[src/ffb_pkg.sv]
// Shared types, request codes and defaults for the flame frame burn block.
package ffb_pkg;

    localparam int DEF_MAX_WIDTH  = 128;
    localparam int DEF_MAX_HEIGHT = 64;

    localparam int PIX_W = 8;

    localparam logic [7:0] RST_WIDTH   = 8'd128;
    localparam logic [6:0] RST_HEIGHT  = 7'd64;
    localparam logic [7:0] RST_COOLING = 8'd1;

    localparam logic [1:0] CFG_WIDTH   = 2'd0;
    localparam logic [1:0] CFG_HEIGHT  = 2'd1;
    localparam logic [1:0] CFG_COOLING = 2'd2;

    typedef enum logic [1:0] {
        REQ_LOAD = 2'd0,
        REQ_BURN = 2'd1,
        REQ_READ = 2'd2,
        REQ_NONE = 2'd3
    } req_t;

    // The four neighbors that feed one stencil update.
    typedef struct packed {
        logic [PIX_W-1:0] left;
        logic [PIX_W-1:0] center;
        logic [PIX_W-1:0] right;
        logic [PIX_W-1:0] below;
    } taps_t;

endpackage

[src/ffb_fuel_ram.sv]
// Fuel row store: one write port and one registered read port.
module ffb_fuel_ram #(
    parameter int DEPTH  = ffb_pkg::DEF_MAX_WIDTH,
    parameter int ADDR_W = $clog2(DEPTH)
) (
    input  logic                      clk,
    input  logic                      we,
    input  logic [ADDR_W-1:0]         waddr,
    input  logic [ffb_pkg::PIX_W-1:0] wdata,
    input  logic [ADDR_W-1:0]         raddr,
    output logic [ffb_pkg::PIX_W-1:0] rdata
);

    logic [ffb_pkg::PIX_W-1:0] mem [DEPTH];
    logic [ffb_pkg::PIX_W-1:0] rd_reg;

    always_ff @(posedge clk)
    begin
        if (we)
        begin
            mem[waddr] <= wdata;
        end
        rd_reg <= mem[raddr];
    end

    assign rdata = rd_reg;

endmodule

[config.mk]
export PLATFORM = sky130hd
export DESIGN_NAME = ffb_fuel_ram
export DESIGN_NICKNAME = d
export VERILOG_FILES = /design/src/ffb_pkg.sv /design/src/ffb_fuel_ram.sv
export SDC_FILE = /design/constraint.sdc
export NUM_CORES = 1
export LEC_CHECK = 0
export BUFFER_PORTS_ARGS = -buffer_cell sky130_fd_sc_hd__buf_2
export CAP_MARGIN = 20
export CORE_AREA = 2 2 285 287
export DETAILED_ROUTE_END_ITERATION = 8
export DIE_AREA = 0 0 287 289
export PLACE_DENSITY_LB_ADDON = 0.05
export SETUP_SLACK_MARGIN = 0.5
export SKIP_LAST_GASP = 1
export SLEW_MARGIN = 0
export SYNTH_ARGS = -nofsm -noshare
export SYNTH_HDL_FRONTEND = slang
export SYNTH_SLANG_ARGS = --single-unit
[constraint.sdc]
create_clock -name clk -period 2.87 [get_ports clk]
set_input_delay 0.574 -clock clk [delete_from_list [all_inputs] [get_ports clk]]
set_output_delay 0.574 -clock clk [all_outputs]
set_load 0.005 [all_outputs]
Word-level counts from Yosys, hierarchy flattened
Memory sizes are Yosys's and may differ from the RTL's. A register that Yosys moved wholly into a read port is not among the register bits.
Cells that the tools add are included.

storage, ports and cells
  input bits = 24
  memories kept = 1
  word-level logic and storage cells = 3
  bits in registers = 0
  memory bits (writable) = 1024
  output and inout port bits = 8

operators by class
  muxes and demuxes = 2

memories
  memory  words  width  read ports  clocked after Yosys merged registers in  wr ports  line                source
  mem     128    8      1           1                                        1         ffb_fuel_ram.sv:14  logic [ffb_pkg::PIX_W-1:0] mem [DEPTH];

operators with widths
  kind              count
  1-bit 2-to-1 mux  2

Depth between registers and ports, before layout
Gate-level depths: netlist of the first run.

  depth after elaboration = 2
  mapped depth = 7

Worst setup path after synthesis of the first run
OpenSTA, ideal clock, no wires.

  kind = input port to flip-flop
  start point = in raddr[0]
  end point = reg rd_reg (netlist bit rdata[0]), read port of mem
  data arrival time = 2957 ps
  library setup time = 121 ps
  cell stages on the path = 6
  setup slack = -208 ps
  data required time = 2749 ps
  cells stage by stage = clkbuf_1 -> buf_1 -> mux4_2 -> mux4_2 -> mux4_2 -> mux2_2

RTL lines
  item             line                source
  start, declared  ffb_fuel_ram.sv:10  input logic [ADDR_W-1:0] raddr,
  end, declared    ffb_fuel_ram.sv:15  logic [ffb_pkg::PIX_W-1:0] rd_reg;

==> metrics.md, run 1 <==
| Metric | Value |
|---|---|
| Logic pwr share | `5.6%` |
| Clk sinks | `between 1,000 and 1,500` |
| Largest cells by area after synthesis | `edfxtp_1 (78%), mux4_2 (19%), nor2_1 (1.2%), clkbuf_1 (0.42%), dfxtp_1 (0.40%)` |
| Mean Syn Cell Area | `24.3 um2` |
| Die W | `287 um` |
| Yosys top cell by area | `edfxtp_1` |
| FF+latch count, synth | `1,032` |
| Detailed Routing Iterations Pass 1 | `5` |
| Critical Path RT | `3.41 ns` |
| First-pass GRT wire length | `136,000 um` |
| Startpoint types | `input pin` |
| Worst Setup End Kind | `flip-flop` |
| Initial Utilization | `49.6%` |
| Final-stage net count | `1,977` |
| Finished Cell Area | `0.0468 mm2` |
| Sw frac | `20.6%` |
| # DRC | `0` |
| Slew @ Worst Pin | `0.875 ns` |
| Area post-placement | `between 0.04 and 0.05 mm2` |
| Post-synth top cells | `edfxtp_1 (1,024), mux4_2 (336), nor2_1 (122), clkbuf_1 (44), buf_1 (18)` |
| GRT Overall Usage | `around a quarter` |
| Worst endpoint data arrival time | `3.05 ns` |
| Routed wire per std cell | `30.3 um` |
| Initial antenna violation count | `3` |
| Max VDD drop | `0.487 mV` |
| Total CTS buffers | `about 110` |
| Multi-input gate area | `around 0.0084 mm2` |
| RSZ-0062 raised after global routing | `yes` |
| Most common cell in the synthesized netlist | `edfxtp_1` |
| Vias in the first global route | `18,697` |
| Die ar. | `0.0829 mm2` |
| Via density | `between 5 and 6` |
| TritonCTS clock tree | `built` |
| Final HPWL DP | `61,000 um` |
| Max-cap viol count | `0` |
| H-tree depth | `3` |
| Core area | `roughly 0.080 mm2` |
| Endpoints failing hold | `0` |
| Vias | `18,402` |
| DRT iter0 DRCs | `1,946` |
| Post-synthesis sequential area ratio | `approximately 78%` |
| Hold Crit Class | `in -> reg` |
| Status | `complete, no violations` |
| Ant diodes | `0` |
| CTS Hold Bufs | `0` |
| CTS Buffer Depth | `3` |
| Root Driver | `clkbuf_16` |
| Post-Syn Nets | `1,659` |
| Peak Freq | `0.398 GHz` |
| Leakage power | `0.0150 uW` |
| Post-Syn Area | `between 0.03 and 0.04 mm2` |
| Internal power of the cells | `25,000 uW` |
| Final Critical Period | `2.51 ns` |
| I/O pin total | `32` |
| Total power | `31,500 uW` |
| Row Count | `104` |
| Layout cells sized above 1 | `38.3%` |
| Main synth FF type | `edfxtp_1` |
| Pwr per Cell Area | `673 mW/mm2` |
| Post-synth ARST share | `0%` |
| Mapped Cells | `1,635` |
| Relative slew margins | `41.6%` |
| Final antenna-violating net count | `0` |
| Top cell type's share of synthesized area | `77.5%` |
| I/O Buffers | `31` |
| Reg area | `0.0309 mm2` |
| Yosys cell types | `17` |
| Syn. warnings | `0` |
| Part of the power in registers | `53.0%` |
| PnR worst setup slack | `between 0.3 and 0.4 ns` |
| RePlAce Congestion | `0.785` |
| Critical path class | `in -> reg` |
| Clk network pwr share | `41.4%` |
| Clock skew | `0.0218 ns` |
| Final Max Tran Viols | `0` |
| Total Wirelength | `93,800 um` |
| Area Overhead vs Synth | `17.9%` |
| Pin count of the biggest net entering global routing | `129` |
| Remaining Overflow, GRT | `0` |
| Final setup vio count | `0` |
| Filler cells | `~5,800` |
| CP Max Fanout | `10` |
| Post-Route Setup TNS | `0 ns` |
| Net Switching | `6470 uW` |
| Register clock-pin slew on the reported worst setup and hold paths | `0.06 ns` |
| Height of the die | `289 um` |
| Post-synth EDFFs | `1,024` |
| Period Utilization, post-route | `87.5%` |
| Worst-skew pair later-pin latency | `0.66 ns` |
| Pre-CTS setup slack | `-0.411 ns` |
## critical path: stages
cell	delay, ns
buf_16	0.14
buf_16	0.18
buf_12	0.15
mux4_2	0.55
mux4_2	0.56
mux4_2	0.57
mux2_2	0.29
## cell usage in the layout, fill, tap and decap left out, drive strengths merged, types with 9 or more instances in the layout
cell type,n
nor2,122
clkbuf,145
nand2,14
nor3,9
edfxtp,1024
buf,300
mux4,336
clkinv,38
nand3,12
## metal layers
metal | global-route usage (%) | vias to the layer above | part of all wire, %
li1 | - | 7665 | -
met3 | 3.55 | 102 | 6.1
met1 | 35.8 | 10021 | 45
met5 | 0 | - | 0.043
met4 | 5.47 | 6 | 1.8
met2 | 35.8 | 608 | 47
## area by class of cell
cell class | instances | area share, %
clock buffer | 145 | 6.21
timing repair buffer | 300 | 6.19
clock inverter | 46 | 0.789
tap | 1060 | 2.84
multi-input combinational | 514 | 17.9
sequential | 1032 | 66.1
## final timing paths
path / endpoint / startpoint / slack [ns] / depth (start not counted)
min reg2reg: rdata[5] / mem[127][5] / 1.11 / 4
max reg2reg: rdata[6] / mem[87][6] / 0.45 / 4
max: rdata[2] / raddr[0] / 0.36 / 7
min: mem[0][0] / wdata[0] / 0.36 / 1
## power groups by stage
stage / Clock [uW] / Combinational, uW / Sequential (uW)
floorplan: 0 / 904 / 17000
global placement: 0 / 1720 / 17000
detailed placement: 0 / 1730 / 17000
CTS: 13300 / 1770 / 16700
global route: 13900 / 1850 / 16700
finish: 13000 / 1760 / 16700
## cell families after synthesis
logic type    Yosys count  share of synthesized area [%]
mux                   344                           19.3
buf+inv                89                           1.01
simple gates          170                           1.76
flops                1032                           77.9
## through the flow
step	utilization (%)	std cells	hold WS [ns]
after floorplan	-	1635	0.673
after global placement	54.0	2884	0.991
after detailed placement	54.0	2884	0.982
after CTS	58.4	3085	0.331
after global routing	58.5	3097	0.353
final	58.5	3097	0.360
## sequential cells by signal, summed over array words and instances (netlist names)
register and flops:
mem 1024, rdata 8
## what timing repair did
item / 4_1_cts / 5_1_grt
endpoints found under the setup margin: 8 / 8
gates resized for setup: 18 / 5
setup buffers: 9 / 12
gates cloned: 1 / 0
Power figures use the tool's default switching activity.
==> inputs of run 2 (changes only) <==
- CORE_AREA: 2 2 285 287 -> 4 4 287 289
- DIE_AREA: 0 0 287 289 -> 0 0 291 293
==> metrics.md, run 2 (same netlist as run 1, synthesis figures left out) <==
| Metric | Value |
|---|---|
| Hold Crit Class | `in -> reg` |
| Relative slew margins | `41.3%` |
| Bufs and invs on worst path | `4` |
| Worst Setup End Kind | `flip-flop` |
| Area post-placement | `between 0.04 and 0.05 mm2` |
| PnR worst setup slack | `0.317 ns` |
| Largest register by flop count | `mem` |
| Layout cells sized above 1 | `38.6%` |
| Worst endpoint data arrival time | `3.10 ns` |
| Clk sinks | `1,032` |
| Final antenna-violating net count | `0` |
| Final-stage net count | `1,980` |
| CTS Buffer Depth | `3` |
| Via density | `6.01` |
| Remaining Overflow, GRT | `0` |
| Total Wirelength | `95,900 um` |
| Fin Hold WS | `0.339 ns` |
| Vias in the first global route | `approximately 19,000` |
| Final setup vio count | `0` |
| GRT Overall Usage | `22.7%` |
| CP Max Fanout | `7` |
| I/O pin total | `32` |
| Post-Route Setup TNS | `0 ns` |
| # DRC | `0` |
| Status | `complete, no violations` |
| DRT iter0 DRCs | `2,134` |
| Pwr per Cell Area | `slightly below 700 mW/mm2` |
| First-pass GRT wire length | `around 140,000 um` |
| Leakage power | `0.0150 uW` |
| Max VDD drop | `0.503 mV` |
| Share of the core filled with cells | `58.7%` |
| Slowest stage delay, CP | `roughly 0.57 ns` |
| Vias | `18,609` |
| CP top delay family | `multiplexers` |
| Finished Cell Area | `0.0469 mm2` |
| Pre-CTS setup slack | `-0.412 ns` |
| Initial antenna violation count | `7` |
| Critical Path RT | `3.42 ns` |
| Critical-path top delay cell | `mux4_2` |
| Worst-skew pair later-pin latency | `0.66 ns` |
| RePlAce Congestion | `0.805` |
| Register clock-pin slew on the reported worst setup and hold paths | `0.07 ns` |
| Total CTS buffers | `between 100 and 150` |
| Critical path class | `in -> reg` |
| Max reg flops | `1,024` |
| Max-cap viol count | `0` |
| Slew @ Worst Pin | `0.881 ns` |
| Final Critical Period | `2.55 ns` |
| TritonCTS clock tree | `built` |
| Die W | `roughly 290 um` |
| Final Max Tran Viols | `0` |
| Routed wire per std cell | `31.0 um` |
| Startpoint types | `input pin` |
| Pin count of the biggest net entering global routing | `129` |
| Final HPWL DP | `60,400 um` |
| CTS Hold Bufs | `0` |
| I/O Buffers | `31` |
| Root Driver | `clkbuf_16` |
| Cell Chain, Critical Path | `buf_16 -> buf_12 -> buf_12 -> buf_12 -> mux4_2 -> mux4_2 -> mux4_2 -> mux2_4` |
| Commonest non-fill, non-tap cell in the layout | `edfxtp_1` |
| Area Overhead vs Synth | `18.2%` |
| Endpoints failing hold | `0` |
| Period Utilization, post-route | `88.9%` |
| Detailed Routing Iterations Pass 1 | `5` |
| Height of the die | `293 um` |
| Most frequent cells in the layout | `edfxtp_1 (1,024), mux4_2 (336), buf_4 (225)` |
| RSZ-0062 raised after global routing | `yes` |
| H-tree depth | `3` |
| Die ar. | `0.0853 mm2` |
| Row Count | `104` |
| Peak Freq | `0.392 GHz` |
| Core area | `0.0799 mm2` |
| Clock skew | `0.0281 ns` |
| Initial Utilization | `49.6%` |
==> run 2: cell count changes in the layout (fill, tap and decap cells not counted), moves of 3 or more <==
cell / previous run / this run
mux2_2: 7 / 1
mux2_4: 1 / 7
bufinv_16: 6 / 10
buf_4: 222 / 225
clkinv_1: 23 / 28
clkbuf_1: 32 / 20
clkbuf_8: 4 / 0
buf_6: 11 / 4
==> run 2: final timing paths <==
path | cells past startpoint | to | slack (ns) | start
setup / recovery | 8 | rdata[1] | 0.32 | raddr[0]
hold / removal | 1 | mem[100][3] | 0.34 | wdata[3]
setup reg to reg | 4 | rdata[7] | 0.40 | mem[47][7]
hold reg to reg | 4 | rdata[4] | 1.14 | mem[28][4]
==> run 2: through the flow <==
stage / instances / power [uW]
2_1_floorplan: 1635 / 17900
3_3_place_gp: 2869 / 18700
3_5_place_dp: 2869 / 18700
4_1_cts: 3084 / 31800
5_1_grt: 3096 / 32600
6_report: 3096 / 31500
==> run 2: area by class of cell <==
class	instances	area [um2]
Multi-Input combinational cell	514	8380
Timing Repair Buffer	304	3010
Antenna cell	1	2.50
Fill cell	5751	33000
Tap cell	1060	1330
Clock inverter	60	552
Clock buffer	125	2700
Sequential cell	1032	30900
==> run 2: worst reg2reg max path, cell delays in order (launching register included) <==
cell and delay, ns:
edfxtp_1 0.36, mux4_2 0.54, mux4_2 0.55, mux4_2 0.59, mux2_2 0.30
==> run 2: routing by layer <==
layer	routed length [um]	track usage, %	up-vias	share of wire (%)
li1	-	-	7670	-
met1	40000	32.9	10119	42
met2	46400	35.5	687	48
met3	6930	4.57	127	7.2
met4	2490	6.78	6	2.6
met5	36	0	-	0.038
==> run 2: timing repair <==
item | 4_1_cts | 5_1_grt
hold endpoints to repair | 0 | 0
gates cloned | 3 | 3
setup buffers | 27 | 8
pin swaps | 0 | 0
gates resized for setup | 19 | 11
endpoints found under the setup margin | 8 | 8
==> run 2: where the power goes <==
part	internal (uW)	switching, uW	total (uW)
Clock	7560	5470	13000
Combinational	820	977	1800
Sequential	16600	54.8	16700
