$ cat config.mk
export PLATFORM = sky130hd
export DESIGN_NAME = ffb_stencil
export DESIGN_NICKNAME = d
export VERILOG_FILES = /design/src/ffb_pkg.sv /design/src/ffb_stencil.sv
export SDC_FILE = /design/constraint.sdc
export NUM_CORES = 1
export LEC_CHECK = 0
export ABC_AREA = 0
export BUFFER_PORTS_ARGS = -buffer_cell sky130_fd_sc_hd__buf_2
export CAP_MARGIN = 25
export CELL_PAD_IN_SITES_DETAIL_PLACEMENT = 0
export CELL_PAD_IN_SITES_GLOBAL_PLACEMENT = 2
export CORE_UTILIZATION = 33
export CTS_BUF_LIST = sky130_fd_sc_hd__clkbuf_2
export CTS_CLUSTER_SIZE = 20
export DETAILED_ROUTE_END_ITERATION = 12
export GPL_ROUTABILITY_DRIVEN = 0
export PLACE_DENSITY = 0.86
export SYNTH_ARGS = -nofsm -noshare
export SYNTH_HDL_FRONTEND = slang
export SYNTH_SLANG_ARGS = --single-unit
$ cat constraint.sdc
create_clock -name clk -period 7.3 [get_ports clk]
set_clock_uncertainty 0.15 [all_clocks]
set_input_delay 1.095 -clock clk [delete_from_list [all_inputs] [get_ports clk]]
set_output_delay 1.095 -clock clk [all_outputs]
set_load 0.01 [all_outputs]
$ cat src/ffb_pkg.sv
// Shared types, request codes and defaults for the flame frame burn block.
package ffb_pkg;

    localparam int DEF_MAX_WIDTH  = 128;
    localparam int DEF_MAX_HEIGHT = 64;

    localparam int PIX_W = 8;

    localparam logic [7:0] RST_WIDTH   = 8'd128;
    localparam logic [6:0] RST_HEIGHT  = 7'd64;
    localparam logic [7:0] RST_COOLING = 8'd1;

    localparam logic [1:0] CFG_WIDTH   = 2'd0;
    localparam logic [1:0] CFG_HEIGHT  = 2'd1;
    localparam logic [1:0] CFG_COOLING = 2'd2;

    typedef enum logic [1:0] {
        REQ_LOAD = 2'd0,
        REQ_BURN = 2'd1,
        REQ_READ = 2'd2,
        REQ_NONE = 2'd3
    } req_t;

    // The four neighbors that feed one stencil update.
    typedef struct packed {
        logic [PIX_W-1:0] left;
        logic [PIX_W-1:0] center;
        logic [PIX_W-1:0] right;
        logic [PIX_W-1:0] below;
    } taps_t;

endpackage

$ cat src/ffb_stencil.sv
// Two-stage fire stencil: weighted neighbor average, then cooling with a floor at zero.
module ffb_stencil (
    input  logic                      clk,
    input  ffb_pkg::taps_t            taps,
    input  logic [7:0]                cooling,
    output logic [ffb_pkg::PIX_W-1:0] value
);

    logic [11:0]               sum;
    logic [ffb_pkg::PIX_W-1:0] t_next;
    logic [ffb_pkg::PIX_W-1:0] t_reg;
    logic [16:0]               prod;
    logic [16:0]               bias;
    logic [16:0]               diff;

    always_comb
    begin
        sum = 12'(taps.left) + 12'(taps.right)
            + (12'(taps.center) * 12'd6) + {1'b0, taps.below, 3'b000};
        t_next = sum[11:4];
    end

    always_ff @(posedge clk)
    begin
        t_reg <= t_next;
    end

    // Scaled value minus the cooling bias; anything at or below the bias burns out.
    always_comb
    begin
        prod = (17'd256 + 17'(cooling)) * 17'(t_reg);
        bias = {1'b0, cooling, 8'h00};
        diff = prod - bias;
        if (prod > bias)
        begin
            value = diff[15:8];
        end
        else
        begin
            value = '0;
        end
    end

endmodule
=== Yosys cells after proc, flatten, opt, wreduce, memory -nomap -nowiden ===
Cells that the tools add are included.

* Word-level logic and storage cells: 10
* Register bits after elaboration: 8

* $lt $le $gt $ge: 1
* Muxes and demuxes: 1
* Add/subtract/negate cells: 5
* $mul: 2

{| class="wikitable"
|+ Operators by type and width
! cell !! number
|-
| 17-bit by 16-bit > comparator with 1-bit output || 1
|-
| 10-bit by 8-bit multiplier with 17-bit output || 1
|-
| 16-bit subtractor || 1
|-
| 12-bit by 11-bit adder with 12-bit output || 1
|-
| 9-bit by 11-bit adder with 12-bit output || 1
|-
| 9-bit by 8-bit adder with 10-bit output (first input constant) || 1
|-
| 8-bit by 2-bit multiplier with 10-bit output (second input constant) || 1
|-
| 8-bit by 8-bit adder with 9-bit output || 1
|-
| 8-bit 2-to-1 mux || 1
|}

=== Logic depth before layout (Yosys ltp) ===
Gate-level depths: netlist of run 1.

* Depth in word-level cells: 4
* Gate-level depth with buffers: 24

=== Least setup slack after synthesis of run 1 ===
No wires, ideal clock.

* Path kind: input-to-output
* From: input cooling[3]
* To: output value[2] in the netlist's numbering
* Data required time: 6.055 ns
* Cell stages on the path: 22
* Path slack: -0.214 ns
* Data arrival time: 6.269 ns
* Cells stage by stage: and2_1 fa_1 inv_1 fa_1 inv_1 fa_1 inv_1 fa_1 inv_1 ha_1 or3_1 o21ai_1 a311oi_1 a311o_1 a21oi_2 xnor2_1 ha_1 nand4b_1 a2111oi_0 nand4_1 a211oi_4 nor3_1

* Word-level cells in the longest chain between the ends: 4
* Elaborated cells between the ends (all ways): 5

{| class="wikitable"
|+ RTL lines
! item !! line !! text
|-
| from (decl) || ffb_stencil.sv:5 || <nowiki>input logic [7:0] cooling,</nowiki>
|-
| 9-bit by 8-bit adder with 10-bit output || ffb_stencil.sv:31 || <nowiki>prod = (17'd256 + 17'(cooling)) * 17'(t_reg);</nowiki>
|-
| 10-bit by 8-bit multiplier with 17-bit output || ffb_stencil.sv:31 ||
|-
| 16-bit subtractor / 17-bit by 16-bit > comparator with 1-bit output (equally long branches) || ffb_stencil.sv:33, ffb_stencil.sv:34 ||
|-
| 8-bit 2-to-1 mux (*) || ffb_stencil.sv:34 || <nowiki>if (prod > bias)</nowiki>
|-
| to (decl) || ffb_stencil.sv:6 || <nowiki>output logic [ffb_pkg::PIX_W-1:0] value</nowiki>
|}

Every way passes the cells marked *; elsewhere a longest branch is shown, timed or not.

=== Final worst setup path of run 1 ===
* From: input cooling[4]
* To: output value[6] in the netlist's numbering

Same word-level chain as after synthesis.

==> flow_metrics.py, run 1 <==
metrics = {
    "placed_design": {
        "hpwl_um": 8100,
        "portBuffers": 48,
    },
    "synth": {
        "syn-cell-area_um2": 3800,
        "synthAdderAreaFrac_pct": 51.8,
        "synth_compound_area_share_pct": 11.1,
        "yosysSeqAreaShare_pct": 4.21,
        "synthXorXnorAreaFrac_pct": 6.22,
        "ys_ff_latch": 8,
        "synthSimpleGateAreaFrac_pct": 15.9,
        "synth-main-ff-cell": "dfxtp_1",
        "synth_top_family_by_area": "adder cells",
        "syn_nets": 612,
        "yosys_warnings": 0,
        "syn-instance-count": 448,
        "async_flop_share_pct": 0,
        "synth_mux_area_share_pct": 0,
        "synthDistinctLibCells": 44,
        "postSynthAreaPerCell_um2": 8.48,
        "synth-edff-count": 0,
    },
    "hold_path": {
        "min-delay-start": "taps[7]",
        "hold-path-endpoint": "t_reg[7]",
        "min_path_cells": 4,
        "hold_path_class": "primary input to flip-flop",
    },
    "layout": {
        "antenna_cells": 0,
        "area_growth_pct": 29.4,
        "largest_reg_flops": 8,
        "layout.nets": 730,
        "drive_gt1_share_pct": 29.1,
    },
    "critical_path": {
        "path_class": "primary input to output pin",
        "worst_setup_path_end_kind": "output pin",
        "crit_slowest_cell": "fa_1",
        "path_common_cell": "fa_1",
        "path_max_fanout": 6,
        "crit_arrival_ns": 6.34,
        "critPathLaunchType": "primary input",
        "critical_path_required_ns": 6.05,
        "slowest_delay_ns": 0.56,
    },
    "cts": {
        "cts_sinks": 8,
        "h-tree-depth": 1,
        "cts_max_path_buffers": 2,
        "cts_tree": "built",
        "clkTransAtPathRegs_ns": 0.07,
        "cts_hold_buf": 0,
        "clockRootBuffer": "clkbuf_2",
        "numCtsBuffers": 3,
    },
    "sta": {
        "finalMaxSlewViolations": 0,
        "fin_crit_ns": 7.58,
        "grt_setup_unrepaired": "yes",
        "relSlewSlack_pct": 73.1,
        "worstMarginPinSlew_ns": 0.398,
        "final-hold-violation-count": 0,
        "fmax_mhz": 132,
        "setup_viol": 8,
        "fin_tns_setup_ns": -2.10,
        "setup_slack_ns": -0.281,
        "fin_crit_sh_pct": 104,
    },
    "floorplan": {
        "initial_core_util_pct": 34.4,
        "rows": 38,
        "die_h_um": 109,
        "die_w_um": 109,
        "pin_count": 49,
        "coreArea_um2": 11000,
        "dieArea_um2": 11900,
    },
    "run": {
        "drv_cap": 0,
    },
    "global_route": {
        "grt_pass1_vias": 3464,
        "grt_pass1_wl_um": 15100,
        "antenna_found_initial": 0,
        "grt_max_degree": 10,
        "grt-ovfl-total": 0,
        "grtUsageTotal_pct": 16.1,
    },
    "detailed_routing": {
        "ant_nets": 0,
        "route.detailed.drc": 0,
        "route.vias.total": 3226,
        "firstDrtPassIters": 4,
        "wire_per_inst_um": 12.4,
        "vias_per_cell": 4.58,
        "drt-total-wl_um": 8720,
        "initialDrtViolationCount": 126,
    },
    "run_status": {
        "status": "complete, but fails checks",
        "violations": "negative setup slack",
    },
}
worst max-delay path, delay by kind of cell:
| family | cells | cell delay [ns] |
|---|---|---|
| adders and majority gates | 6 | 2.50 |
| AOI/OAI and AO/OA | 7 | 1.22 |
| and+or+nand+nor | 4 | 0.81 |
| buffers and inverters | 7 | 0.63 |
| xor gates and xnor gates | 1 | 0.07 |
cells in the mapped netlist, drive strengths merged, types with 2 or more instances:
cell type,instances,area (µm²)
inv,109,409
ha,66,826
fa,57,1140
nor2,36,135
and2,27,169
nand2,27,101
a21oi,18,93.8
xnor2,15,131
o21ai,13,65.1
xor2,12,105
dfxtp,8,160
nor2b,7,43.8
nor3,6,30.0
a211oi,5,55.1
a21o,5,37.5
o21a,4,30.0
a31oi,3,25.0
and3,3,18.8
nand4b,3,26.3
a21boi,2,15.0
a311oi,2,17.5
nand4,2,12.5
or2,2,12.5
or3,2,12.5
how the worst max path moves through the flow:
| stage | start | to | slack (ns) | depth (start not counted) |
|---|---|---|---|---|
| CTS | cooling[2] | value[6] | -0.31 | 23 |
| floorplan | cooling[3] | value[2] | 0.01 | 22 |
| global route | cooling[3] | value[6] | -0.56 | 23 |
| finish | cooling[4] | value[6] | -0.28 | 25 |
| detailed placement | cooling[5] | value[6] | -0.42 | 26 |
| global placement | cooling[1] | value[6] | -0.40 | 24 |
placed cells by master, fill, tap and decap left out, drive strengths merged, types with 2 or more instances in the layout:
cell type and instances:
buf 113, inv 109, ha 66, fa 57, nor2 36, nand2 27, and2 27, a21oi 18
xnor2 15, o21ai 13, xor2 12, dfxtp 8, nor2b 7, nor3 6, a21o 5, a211oi 5
o21a 4, and3 3, nand4b 3, clkbuf 3, a31oi 3, a21boi 2, nand4 2, or3 2
a311oi 2, or2 2
repair_timing:
action / CTS / global route
gates resized for setup: 27 / 15
setup buffers: 2 / 4
pin swaps: 11 / 30
endpoints found under the setup margin: 8 / 8
kinds of logic (layout without fill, tap and decap cells):
kind of cell,after synthesis,count (layout)
adders and majority gates,123,123
DFF,8,8
and+or+nand+nor,120,120
AOI/OAI and AO/OA,61,61
buffers and inverters,109,225
xor gates and xnor gates,27,27
per-layer routing:
metal / vias up / share of wire (%) / track usage (%)
met1: 1510 / 43 / 19.3
met5: - / 0 / 0
met2: 55 / 53 / 31.8
met3: 11 / 3.1 / 0.771
li1: 1650 / - / -
met4: 0 / 1.0 / 2.48
cell type report:
| class | instances | area (µm²) |
|---|---|---|
| fill | 1104 | 6110 |
| clock buffer | 3 | 15.0 |
| multi-input combinational | 331 | 3400 |
| sequential | 8 | 160 |
| timing repair buffer | 113 | 761 |
| inverter | 109 | 409 |
| tap | 140 | 175 |
metrics by stage:
step	setup slack [ns]	instances	cell area [µm²]	hold slack [ns]	utilization, %
2_1_floorplan	0.0109	448	3880	1.30	-
3_3_place_gp	-0.397	695	4740	1.43	42.9
3_5_place_dp	-0.418	695	4740	1.44	42.9
4_1_cts	-0.314	700	4830	1.18	43.8
5_1_grt	-0.556	704	4920	1.23	44.6
6_report	-0.281	704	4920	1.20	44.6
Power of run 1 is not shown: default switching activity piles up to over one toggle a cycle in this logic, so the estimate is an artifact.
==> run 2: changes to the inputs <==
- CAP_MARGIN: 25 -> default
- CORE_UTILIZATION: 33 -> 37
- PLACE_DENSITY: 0.86 -> 0.91
- clock period: 7.3 -> 7.9 ns (I/O delays scaled with it)
==> run 2 against run 1 <==
  * The flow now finishes without violations
  * Design area fell by 0.61%
  * Die area shrank 11%
  * Via count fell by 0.71%
  * Wire length is 1.7% higher
  * Worst setup slack improved by 0.44 ns
  * Flip-flop and latch count unchanged
  * Count of clock-buffer cells in the layout unchanged
  * Sequential share of layout area is essentially flat
  * Largest cell class unchanged
  * Core utilization up 5.0 points
==> flow_metrics.py, run 2 (same netlist as run 1, synthesis figures left out) <==
metrics = {
    "run_status": {
        "status": "finished, final reports clean",
    },
    "layout": {
        "antenna_cells": 0,
        "final_util_pct": 49.6,
        "final_cell_mix": "inv_1 (98), ha_1 (61), fa_1 (51), buf_4 (49), buf_2 (44)",
        "area_growth_pct": 28.6,
        "final_cell_area_um2": 4890,
        "final_common_cell": "inv_1",
        "largest_reg_flops": 8,
        "layout.nets": 717,
        "drive_gt1_share_pct": 29.8,
        "n_fill_cell": 951,
    },
    "floorplan": {
        "die_h_um": 103,
        "dieArea_um2": 10700,
        "die_w_um": 103,
        "coreArea_um2": 9860,
        "rows": 36,
        "pin_count": 49,
        "initial_core_util_pct": 38.5,
    },
    "detailed_routing": {
        "route.detailed.drc": 0,
        "drt-total-wl_um": 8860,
        "initialDrtViolationCount": 78,
        "vias_per_cell": 4.68,
        "ant_nets": 0,
        "route.vias.total": 3203,
        "wire_per_inst_um": 13.0,
        "firstDrtPassIters": 4,
    },
    "cts": {
        "cts_max_path_buffers": 2,
        "h-tree-depth": 1,
        "clkTransAtPathRegs_ns": 0.08,
        "cts_sinks": 8,
        "cts_tree": "built",
        "numCtsBuffers": 3,
        "cts_hold_buf": 0,
        "clockRootBuffer": "clkbuf_2",
    },
    "placed_design": {
        "dp_slack_ns": -0.324,
        "hpwl_um": 7920,
        "dpl-instance-area_um2": 4530,
        "portBuffers": 48,
    },
    "critical_path": {
        "crit_arrival_ns": 6.41,
        "worst_setup_path_end_kind": "output pin",
        "path_max_fanout": 8,
        "critPathLaunchType": "primary input",
        "critical_path_required_ns": 6.57,
        "path_class": "primary input to output pin",
    },
    "sta": {
        "setup_viol": 0,
        "fmax_mhz": 129,
        "worstMarginPinSlew_ns": 0.418,
        "grt_setup_unrepaired": "yes",
        "relSlewSlack_pct": 71.8,
        "fin_crit_sh_pct": 98.0,
        "final-hold-violation-count": 0,
        "fin_tns_setup_ns": 0,
        "setup_slack_ns": 0.157,
        "finalMaxSlewViolations": 0,
        "fin_crit_ns": 7.74,
    },
    "global_route": {
        "grtUsageTotal_pct": 17.7,
        "antenna_found_initial": 0,
        "grt_pass1_wl_um": 14600,
        "grt_pass1_vias": 3344,
        "grt-ovfl-total": 0,
        "grt_max_degree": 10,
    },
    "run": {
        "drv_cap": 0,
    },
    "hold_path": {
        "hold_path_class": "primary input to flip-flop",
    },
}
==> run 2: cell types whose count changed in the layout (fill, tap and decap cells not counted), sizes merged <==
cell	previous run	this run
buf	113	100
==> run 2: repair_timing <==
action | in CTS | in global routing
buffers inserted | 2 | 7
gates resized for setup | 8 | 71
pin swaps | 4 | 48
setup endpoints to repair | 8 | 8
==> run 2: final timing paths <==
kind	startpoint	endpoint	slack, ns	cells past startpoint
setup / recovery	cooling[6]	value[6]	0.16	23
hold / removal	taps[7]	t_reg[7]	1.26	4
==> run 2: per-stage QoR <==
step | cells | hold WS (ns)
4_1_cts | 677 | 1.25
3_3_place_gp | 672 | 1.51
3_5_place_dp | 672 | 1.52
6_report | 684 | 1.26
5_1_grt | 684 | 1.27
2_1_floorplan | 448 | 1.39
==> run 2: metal layers <==
metal	wire length [µm]	GRT usage (%)
met5	0	0
met2	4680	34.2
met3	240	1.75
met1	3890	21.2
met4	55	3.25
==> run 2: cell type report <==
cell class                 count  area (µm²)  area share (%)
multi-input combinational    331        3470            70.9
timing repair buffer         100         671            13.7
inverter                     109         409            8.37
tap                          133         166            3.40
sequential                     8         160            3.28
clock buffer                   3        15.0           0.307
==> run 2: worst max-delay path, stage by stage <==
cell	delay, ns
buf_6	0.11
and2_4	0.13
fa_1	0.58
fa_1	0.44
fa_1	0.51
inv_1	0.06
fa_1	0.49
inv_2	0.05
ha_4	0.21
or3_4	0.39
o21ai_4	0.08
a311oi_2	0.07
a311o_1	0.38
a21oi_2	0.13
xnor2_1	0.08
ha_1	0.31
nand4b_1	0.12
a2111oi_2	0.23
nand4_1	0.20
a211oi_4	0.28
buf_6	0.16
a311oi_2	0.05
buf_2	0.15
Power of run 2 is left out for the same reason.
==> run 3: changes to the inputs <==
--- a/config.mk
+++ b/config.mk
@@ -9,2 +9,3 @@
 export BUFFER_PORTS_ARGS = -buffer_cell sky130_fd_sc_hd__buf_2
+export CAP_MARGIN = 5
 export CELL_PAD_IN_SITES_DETAIL_PLACEMENT = 0
--- a/constraint.sdc
+++ b/constraint.sdc
@@ -4,2 +4,2 @@
 set_output_delay 1.185 -clock clk [all_outputs]
-set_load 0.01 [all_outputs]
+set_load 0.02 [all_outputs]
==> run 3 against run 2 <==
  * Wire length decreased by 0.49%
  * Flip-flop and latch count did not move
  * Critical path depth unchanged
  * Maximum frequency shrank 0.60%
  * Via count up 1.1%
  * Global-route usage shrank 0.15 points
  * Sequential share of layout area barely moved
  * Core utilization up 0.63 points
  * Cell count up 0.44%
  * Worst setup slack worse by 0.047 ns
==> flow_metrics.py, run 3 (same netlist as run 1, synthesis figures left out) <==
metrics = {
    "global_route": {
        "grt_pass1_wl_um": 14500,
        "antenna_found_initial": 0,
        "grtUsageTotal_pct": 17.5,
        "grt_pass1_vias": 3261,
        "grt-ovfl-total": 0,
        "grt_max_degree": 10,
    },
    "detailed_routing": {
        "route.vias.total": 3238,
        "firstDrtPassIters": 4,
        "route.detailed.drc": 0,
        "drt-total-wl_um": 8820,
        "ant_nets": 0,
        "initialDrtViolationCount": 99,
        "wire_per_inst_um": 12.8,
        "vias_per_cell": 4.71,
    },
    "floorplan": {
        "pin_count": 49,
        "dieArea_um2": 10700,
        "die_h_um": 103,
        "initial_core_util_pct": 38.5,
        "die_w_um": 103,
        "rows": 36,
        "coreArea_um2": 9860,
    },
    "sta": {
        "grt_setup_unrepaired": "yes",
        "fin_crit_sh_pct": 98.6,
        "relSlewSlack_pct": 71.2,
        "setup_viol": 0,
        "finalMaxSlewViolations": 0,
        "fmax_mhz": 128,
        "fin_crit_ns": 7.79,
        "worstMarginPinSlew_ns": 0.426,
        "final-hold-violation-count": 0,
    },
    "critical_path": {
        "critPathTopFamily": "adder cells",
        "slowest_delay_ns": 0.58,
        "crit_slowest_cell": "fa_1",
        "worst_setup_path_end_kind": "output pin",
        "critical_path_required_ns": 6.57,
        "path_class": "primary input to output pin",
        "path_max_fanout": 8,
        "crit_arrival_ns": 6.46,
        "crit_path_cell_trace": "buf_6 -> and2_4 -> fa_1 -> fa_1 -> fa_1 -> inv_2 -> fa_1 -> inv_2 -> ha_4 -> or3_4 -> o21ai_4 -> a311oi_2 -> a311o_1 -> a21oi_2 -> xnor2_1 -> ha_1 -> nand4b_1 -> a2111oi_2 -> nand4_1 -> a211oi_4 -> buf_6 -> a311oi_2 -> buf_4",
        "path_common_cell": "fa_1",
        "critPathLaunchType": "primary input",
        "critPathBufInv": 5,
    },
    "cts": {
        "h-tree-depth": 1,
        "clockRootBuffer": "clkbuf_2",
        "cts_tree": "built",
        "clkTransAtPathRegs_ns": 0.09,
        "cts_max_path_buffers": 2,
        "numCtsBuffers": 3,
        "cts_sinks": 8,
        "cts_hold_buf": 0,
    },
    "layout": {
        "antenna_cells": 0,
        "area_growth_pct": 30.3,
        "fin_cells": 687,
        "largest_reg_flops": 8,
        "final_util_pct": 50.2,
        "final_common_cell": "inv_1",
        "drive_gt1_share_pct": 31.0,
        "layout.nets": 720,
        "final_cell_mix": "inv_1 (98), ha_1 (61), buf_4 (56), fa_1 (51), buf_2 (37)",
    },
    "placed_design": {
        "hpwl_um": 7930,
        "portBuffers": 48,
        "place_inst": 673,
    },
    "run": {
        "drv_cap": 0,
    },
    "hold_path": {
        "hold_path_class": "primary input to flip-flop",
    },
    "run_status": {
        "status": "finished, final reports clean",
    },
}
run 3: cell types whose count changed in the layout (fill, tap and decap cells not counted), moves of 2 or more:
cell / delta
buf_6: +2
a21oi_2: +2
nor2_1: -3
buf_2: -7
nor2_2: +3
o21ai_1: +2
a21oi_1: -2
buf_4: +7
o21ai_2: -2
run 3: per-layer routing:
metal	global-route usage, %	part of all wire (%)	vias up
met3	1.61	2.3	10
li1	-	-	1625
met4	3.47	1.4	0
met5	0	0	-
met2	33.6	52	63
met1	21.3	45	1540
run 3: layout make-up:
class,instances,area (µm²)
Fill cell,968,4910
Multi-Input combinational cell,331,3480
Timing Repair Buffer,103,718
Inverter,109,409
Tap cell,133,166
Sequential cell,8,160
Clock buffer,3,15.0
run 3: final timing paths:
check	endpoint	cells after the start	start	slack [ns]
max	value[6]	23	cooling[6]	0.11
min	t_reg[7]	4	taps[7]	1.26
run 3: through the flow:
step	hold slack, ns	setup slack (ns)	setup TNS [ns]	instance area [µm²]
final	1.26	0.110	0	4950
after global routing	1.27	-0.0594	-0.316	4950
after CTS	1.25	0.0135	0	4650
after detailed placement	1.52	-0.336	-2.52	4540
after global placement	1.51	-0.153	-1.11	4540
after floorplan	1.39	0.159	0	3800
run 3: timing repair:
| action | 4_1_cts | 5_1_grt |
|---|---|---|
| setup endpoints to repair | 8 | 8 |
| pin swaps | 15 | 50 |
| buffers inserted | 3 | 8 |
| resized for setup | 16 | 73 |
Power of run 3 is left out for the same reason.
